## src/rtl/dp2d_pkg.sv

```systemverilog
// shared constants, register codes and pipeline payload types for the disk projection block
package dp2d_pkg;

   localparam int DATA_WIDTH = 16;
   localparam int MAG_W      = DATA_WIDTH;
   localparam int SQ_W       = 2 * DATA_WIDTH;
   localparam int N2_W       = SQ_W + 1;
   localparam int ROOT_W     = DATA_WIDTH + 1;
   localparam int RAD_W      = 2 * ROOT_W;
   localparam int REM_W      = ROOT_W + 3;
   localparam int NUM_W      = 2 * DATA_WIDTH;
   localparam int QUO_W      = DATA_WIDTH;

   localparam int CSR_DATA_W = 32;
   localparam int CSR_ADDR_W = 3;

   localparam logic [DATA_WIDTH-1:0] RADIUS_RESET = DATA_WIDTH'(256);

   typedef enum logic [0:0] {
      REG_RADIUS = 1'b0
   } reg_index_type;

   // per-pixel payload carried alongside the arithmetic
   typedef struct packed {
      logic signed [DATA_WIDTH-1:0] vec_first;
      logic signed [DATA_WIDTH-1:0] vec_second;
      logic signed [DATA_WIDTH-1:0] center_first;
      logic signed [DATA_WIDTH-1:0] center_second;
      logic                         neg_first;
      logic                         neg_second;
      logic                         outside;
   } pix_type;

   // payload through the root stages: pixel plus both dividends
   typedef struct packed {
      pix_type          pix;
      logic [NUM_W-1:0] num_first;
      logic [NUM_W-1:0] num_second;
   } sq_side_type;

endpackage

```

## src/rtl/dp2d_div_pipe.sv

```systemverilog
// pipelined two-lane restoring divider sharing one divisor, one quotient bit per stage
module dp2d_div_pipe (
   input  logic                        clock,
   input  logic                        reset,
   input  logic                        en,
   input  logic                        in_valid,
   input  logic [dp2d_pkg::NUM_W-1:0]  in_num_first,
   input  logic [dp2d_pkg::NUM_W-1:0]  in_num_second,
   input  logic [dp2d_pkg::ROOT_W-1:0] in_den,
   input  dp2d_pkg::pix_type           in_pix,
   output logic                        out_valid,
   output logic [dp2d_pkg::QUO_W-1:0]  out_quo_first,
   output logic [dp2d_pkg::QUO_W-1:0]  out_quo_second,
   output dp2d_pkg::pix_type           out_pix
);
   import dp2d_pkg::*;

   typedef struct packed {
      logic [ROOT_W-1:0] prem;
      logic [QUO_W-1:0]  numlo;
      logic [QUO_W-1:0]  quo;
   } lane_type;

   typedef struct packed {
      lane_type [1:0]    lane;
      logic [ROOT_W-1:0] den;
      pix_type           pix;
   } dv_stage_type;

   dv_stage_type head;
   dv_stage_type src      [QUO_W];
   dv_stage_type stage_in [QUO_W];
   dv_stage_type stage_ff [QUO_W];
   logic         vsrc     [QUO_W];
   logic         valid_ff [QUO_W];

   // partial remainder stays below the divisor, so the quotient fits QUO_W bits
   function automatic lane_type div_step(input lane_type l, input logic [ROOT_W-1:0] den);
      lane_type        r;
      logic [ROOT_W:0] t;
      logic            qbit;
      begin
         r    = l;
         t    = {l.prem, l.numlo[QUO_W-1]};
         qbit = (t >= {1'b0, den});
         if (qbit) begin
            r.prem = ROOT_W'(t - {1'b0, den});
         end else begin
            r.prem = ROOT_W'(t);
         end
         r.numlo = {l.numlo[QUO_W-2:0], 1'b0};
         r.quo   = {l.quo[QUO_W-2:0], qbit};
         return r;
      end
   endfunction

   function automatic dv_stage_type div_stage(input dv_stage_type s);
      dv_stage_type r;
      begin
         r         = s;
         r.lane[0] = div_step(s.lane[0], s.den);
         r.lane[1] = div_step(s.lane[1], s.den);
         return r;
      end
   endfunction

   always_comb begin
      head.lane[0].prem  = ROOT_W'(in_num_first[NUM_W-1:QUO_W]);
      head.lane[0].numlo = in_num_first[QUO_W-1:0];
      head.lane[0].quo   = '0;
      head.lane[1].prem  = ROOT_W'(in_num_second[NUM_W-1:QUO_W]);
      head.lane[1].numlo = in_num_second[QUO_W-1:0];
      head.lane[1].quo   = '0;
      head.den           = in_den;
      head.pix           = in_pix;
   end

   for (genvar k = 0; k < QUO_W; k++) begin : g_stage
      if (k == 0) begin : g_head
         assign src[k]  = head;
         assign vsrc[k] = in_valid;
      end else begin : g_link
         assign src[k]  = stage_ff[k-1];
         assign vsrc[k] = valid_ff[k-1];
      end

      assign stage_in[k] = div_stage(src[k]);

      always_ff @(posedge clock) begin
         if (reset) begin
            valid_ff[k] <= 1'b0;
         end else if (en) begin
            valid_ff[k] <= vsrc[k];
         end
      end

      always_ff @(posedge clock) begin
         if (en) begin
            stage_ff[k] <= stage_in[k];
         end
      end
   end

   assign out_valid      = valid_ff[QUO_W-1];
   assign out_quo_first  = stage_ff[QUO_W-1].lane[0].quo;
   assign out_quo_second = stage_ff[QUO_W-1].lane[1].quo;
   assign out_pix        = stage_ff[QUO_W-1].pix;

endmodule

```

## config.mk

```make
export PLATFORM = sky130hd
export DESIGN_NAME = dp2d_div_pipe
export DESIGN_NICKNAME = d
export VERILOG_FILES = /design/src/rtl/dp2d_pkg.sv /design/src/rtl/dp2d_div_pipe.sv
export SDC_FILE = /design/constraint.sdc
export NUM_CORES = 2
export LEC_CHECK = 0
export BUFFER_PORTS_ARGS = -buffer_cell sky130_fd_sc_hd__buf_2
export CORE_UTILIZATION = 55
export DETAILED_ROUTE_END_ITERATION = 8
export GPL_TIMING_DRIVEN = 0
export HOLD_SLACK_MARGIN = 0.12
export PLACE_DENSITY = 0.76
export SYNTH_ARGS = -nofsm -noshare
export SYNTH_HDL_FRONTEND = slang
export SYNTH_SLANG_ARGS = --single-unit
```

## constraint.sdc

```tcl
create_clock -name clock -period 4.9 [get_ports clock]
set_input_delay 0.98 -clock clock [delete_from_list [all_inputs] [get_ports clock]]
set_output_delay 0.98 -clock clock [all_outputs]
set_load 0.02 [all_outputs]
```

# Yosys cells after proc, flatten, opt, wreduce, memory -nomap -nowiden
# Memories as Yosys holds them, arrays and structs flattened.
# Index checks and enable logic that the tools add are counted.
[totals]
register_bits = 0
ramBits = 2896
input_bits = 152
out_inout_bits = 100
word_cells = 136
mem_count = 2
[mem_list]
columns = ["name", "depth", "width", "rd", "rd_ports_with_merged_regs", "write_ports", "line", "rtl"]
rows = [
  ["stage_ff", 16, 180, 16, 0, 16, "dp2d_div_pipe.sv:33", "dv_stage_type stage_ff [QUO_W];"],
  ["valid_ff", 16, 1, 16, 0, 16, "dp2d_div_pipe.sv:35", "logic valid_ff [QUO_W];"],
]
[op_classes]
add_sub_neg = 32
order_cmp = 32
mux = 54
bitwise = 16
[ops]
columns = ["op", "n"]
rows = [
  ["2-to-1 mux 17 bit", 32],
  ["subtractor 17 bit", 32],
  [">= comparator 18 x 17 -> 1 bit", 30],
  [">= comparator 17 bit", 2],
  ["2-to-1 mux 1 bit", 22],
  ["bitwise OR 1 bit", 16],
]

# Depth between registers and ports, before layout
[logic_depth]
depth_word = 4
depth_mapped = 14
ltp_nobuf = 12

# Worst setup path after synthesis
# Ideal clock, no wire load.
[synth_path]
path_kind = "input -> register"
startpoint = "input in_den[13] (netlist bit)"
endpoint = "memory stage_ff[0][117] (netlist bit) (data pin)"
setup_time_ps = 260
t_arrival_ps = 3137
t_required_ps = 4640
setup_slack_ps = 1503
cell_stages = 8
n_path_buf = 0
path_cell_list = "inv_1 > ha_1 > nand2_1 > or3_1 > or4_1 > a31o_2 > nand2_1 > mux2_2"
[synth_rtl]
columns = ["element", "line", "rtl"]
rows = [
  ["from (decl)", "dp2d_div_pipe.sv:9", "input logic [dp2d_pkg::ROOT_W-1:0] in_den,"],
  ["to (decl)", "dp2d_div_pipe.sv:33", ""],
]

==> results.sh <==
export IMPL_status="completed"
export IMPL_clock_fmax_mhz=216.1
export IMPL_drc=0
export IMPL_grt_max_degree=191
export IMPL_place_gp_congestion=0.8986
export IMPL_worstReg2RegEnd="stage_ff[0][1201]"
export IMPL_rr_worst_depth=12
export IMPL_synth_distinct_cells=84
export IMPL_rr_startpoint="stage_ff[0][1014]"
export IMPL_io_buffers=251
export IMPL_yosysTopAreaCellShare=0.6977
export IMPL_arrival_ns=5.15
export IMPL_maxCapViolCount=0
export IMPL_place_hpwl_um=139700
export IMPL_end_kind="flop"
export IMPL_ys_seq_elements=2365
export IMPL_fillCellCount=13420
export IMPL_rsz0062_at_grt="no"
export IMPL_io_pins=252
export IMPL_synth_edf_count=2365
export IMPL_rows=157
export IMPL_postPlaceCellArea_um2=106500
export IMPL_cts_root_buf="clkbuf_16"
export IMPL_synth_ff_type="edfxtp_1"
export IMPL_fin_cells=9787
export IMPL_period_needed_ns=4.627
export IMPL_synth_top_cells_by_area="edfxtp_1 70%, ha_1 6.7%, mux2_2 3.6%, xnor2_1 2.2%, a21oi_1 1.8%"
export IMPL_netlist_area_um2=101800
export IMPL_worstPathMaxFanout=10
export IMPL_crit_chain="inv_1, ha_1, inv_1, fa_1, a21o_1, a21oi_1, o21bai_1, a211oi_1, o21ai_0, a21boi_1, clkbuf_1, o21ai_0"
export IMPL_tritoncts="built"
export IMPL_path_buf_inv=3
export IMPL_crit_family="compound AO/OA/AOI/OAI gates"
export IMPL_die_h_um=432.2
export IMPL_antenna_found_initial=9
export IMPL_switching_share=0.3193
export IMPL_min_delay_start="in_pix[1]"
export IMPL_h_tree_depth=4
export IMPL_ys_warn_count=0
export IMPL_ant_nets=0
export IMPL_avgSynthCellArea_um2=15.34
export IMPL_combPwrFrac=0.330
export IMPL_critical_path_max_stage_delay_ns=0.67
export IMPL_tightest_slew_ns=1.245
export IMPL_stdcell_area_um2=114100
export IMPL_drive_gt1_frac=0.1396
export IMPL_grt_remaining_overflow=0
export IMPL_routed_wl_um=195300
export IMPL_p_int_uw=47120
export IMPL_postCtsSetupRepairBufs=0
export IMPL_layout_nets=7853
export IMPL_initial_core_util=0.5548
export IMPL_syn_to_final_growth_pct=12.13
export IMPL_required_ns=5.42
export IMPL_worst_hold_path_type="in2reg"
export IMPL_routedWlPerCell_um=19.96
export IMPL_period_share=0.9442
export IMPL_p_sw_uw=22100
export IMPL_synth_most_common_cell="edfxtp_1"
export IMPL_clkPwrFrac=0.253
export IMPL_path_class="reg2reg"
export IMPL_whs_path_depth=1
export IMPL_design_power_total_uw=69220
export IMPL_yosysTopAreaCell="edfxtp_1"
export IMPL_synth_seq_area_share=0.6977
export IMPL_grt_pass1_vias=53720
export IMPL_clock_skew_final_ns=0.05816
export IMPL_die_area_um2=186800
export IMPL_grt_pass1_wl_um=297800
export IMPL_cts_buffers=226
export IMPL_synth_commonest_cells="2,365 x edfxtp_1, 544 x ha_1, 450 x inv_1"
export IMPL_ctsLongestPathBuffers=3
export IMPL_core_area_um2=183500
export IMPL_hold_viol_final=0
export IMPL_post_place_ws_ns=-0.08638
export IMPL_pwr_share_seq=0.417
export IMPL_finalMaxSlewViolations=0
export IMPL_gr_usage_all_layers=0.2073
export IMPL_worstSkewPairLatency_ns=0.87
export IMPL_slew_headroom=0.1646
export IMPL_p_leak_uw=0.04286
export IMPL_r2r_slack_ns=0.27
export IMPL_ir_worst_vdd_mv=0.4188
export IMPL_async_reset_ff_frac=0
export IMPL_syn_inst=6635
export IMPL_vias_per_cell=5.522
export IMPL_setup_slack_ns=0.2734
export IMPL_setup_violations=0
export IMPL_num_vias=54050
export IMPL_p_per_area_nw_per_um2=606.5
export IMPL_dpl_cell_count=9363
export IMPL_cts_sinks=2365
export IMPL_path_clk_slew_ns=0.07
export IMPL_tns_ns=0
export IMPL_syn_nets=7361
export IMPL_die_x_um=432.2
export IMPL_slowest_stage="a21boi_1"
export IMPL_drtPass1Iterations=6
export IMPL_drtIter0Drc=3873
export IMPL_worstSetupStartpointType="flop"
export IMPL_min_to="stage_ff[0][1]"
[worst max-delay path by stage]
stage	from	endpoint	slack [ns]	depth (start not counted)
after detailed placement	in_den[13]	stage_ff[0][177]	-0.09	13
after global routing	stage_ff[0][1147]	stage_ff[0][1437]	0.15	12
after CTS	stage_ff[0][1062]	stage_ff[0][1251]	0.17	13
final	stage_ff[0][1014]	stage_ff[0][1201]	0.27	12
after floorplan	in_den[13]	stage_ff[0][117]	1.50	8
after global placement	en	valid_ff[0][5]	-34.00	2
[sequential cells by signal, indices dropped and copies added (netlist names)]
name / cells
stage_ff: 2349
valid_ff: 16
[what timing repair did]
action / 4_1_cts / 5_1_grt
hold buffers: 0 / 0
hold endpoints to repair: 0 / 0
gates resized for setup: 0 / 1
setup endpoints to repair: 0 / 8
[power groups by stage]
stage          clock network (µW)  registers, µW  logic [µW]
2_1_floorplan                   0          28300       16700
3_3_place_gp                    0          30600       22300
3_5_place_dp                    0          29200       22600
4_1_cts                     18000          28900       22800
5_1_grt                     18700          29100       25000
6_report                    17500          28900       22900
[per-layer routing]
layer	GRT usage	vias to the layer above	wire, µm
met5	0	-	13
met3	0.03455	331	8456
met1	0.2727	26240	86020
li1	-	26330	-
met4	0.07005	2	5968
met2	0.3499	1149	94870
[per-stage QoR]
| stage | util | hold slack, ns |
|---|---|---|
| finish | 0.6221 | 0.2749 |
| global route | 0.6221 | 0.2159 |
| CTS | 0.6220 | 0.2011 |
| detailed placement | 0.5805 | 0.4045 |
| global placement | 0.5784 | 0.4001 |
| floorplan | - | 0.4003 |
[cell type report]
class	count	area, µm²	share of cell area
Sequential cell	2365	71020	0.6222
Antenna cell	1	2.502	0.00002193
Buffer	80	356.6	0.003124
Clock inverter	154	1770	0.01551
Clock buffer	269	5859	0.05134
Multi-Input combinational cell	3740	28730	0.2517
Timing Repair Buffer	264	1629	0.01427
Inverter	450	1689	0.01480
Tap cell	2464	3083	0.02701
[cells in the final DEF, fill, tap and decap left out, types with 15 or more instances in the layout]
cell type,n
o31ai_1,31
o31a_1,17
a211oi_1,43
nand2_1,264
o21ai_0,287
clkinvlp_4,15
clkinv_2,40
ha_1,544
or2_2,23
o21bai_1,66
nor3_1,81
bufinv_16,28
or3_1,25
o21a_1,71
fa_1,30
nor2b_1,61
mux2_2,323
nand3_1,68
nor2_1,347
edfxtp_1,2365
o41ai_1,24
nand4_1,72
a211o_1,25
xnor2_1,252
xor2_1,130
a21oi_1,358
and2_1,29
a31oi_1,42
clkbuf_16,228
mux2i_1,32
a21o_1,165
buf_2,265
and3_1,32
inv_1,450
clkinv_1,44
o211ai_1,30
nand2b_1,53
clkbuf_1,96
[cells by family (layout without fill, tap and decap cells)]
| logic type | count (synthesis) | count (layout) | synth area share |
|---|---|---|---|
| XOR/XNOR | 382 | 382 | 0.03287 |
| AO/OA/AOI/OAI | 1324 | 1324 | 0.08521 |
| AND/OR/NAND/NOR | 1097 | 1097 | 0.05127 |
| multiplexers | 363 | 363 | 0.04006 |
| flip-flops | 2365 | 2365 | 0.6977 |
| adder cells (fa/ha/maj) | 574 | 574 | 0.07277 |
| buffers and inverters | 530 | 1217 | 0.02010 |
| other | 0 | 1 | 0 |
No activity file was read; power rests on OpenSTA's default activity.
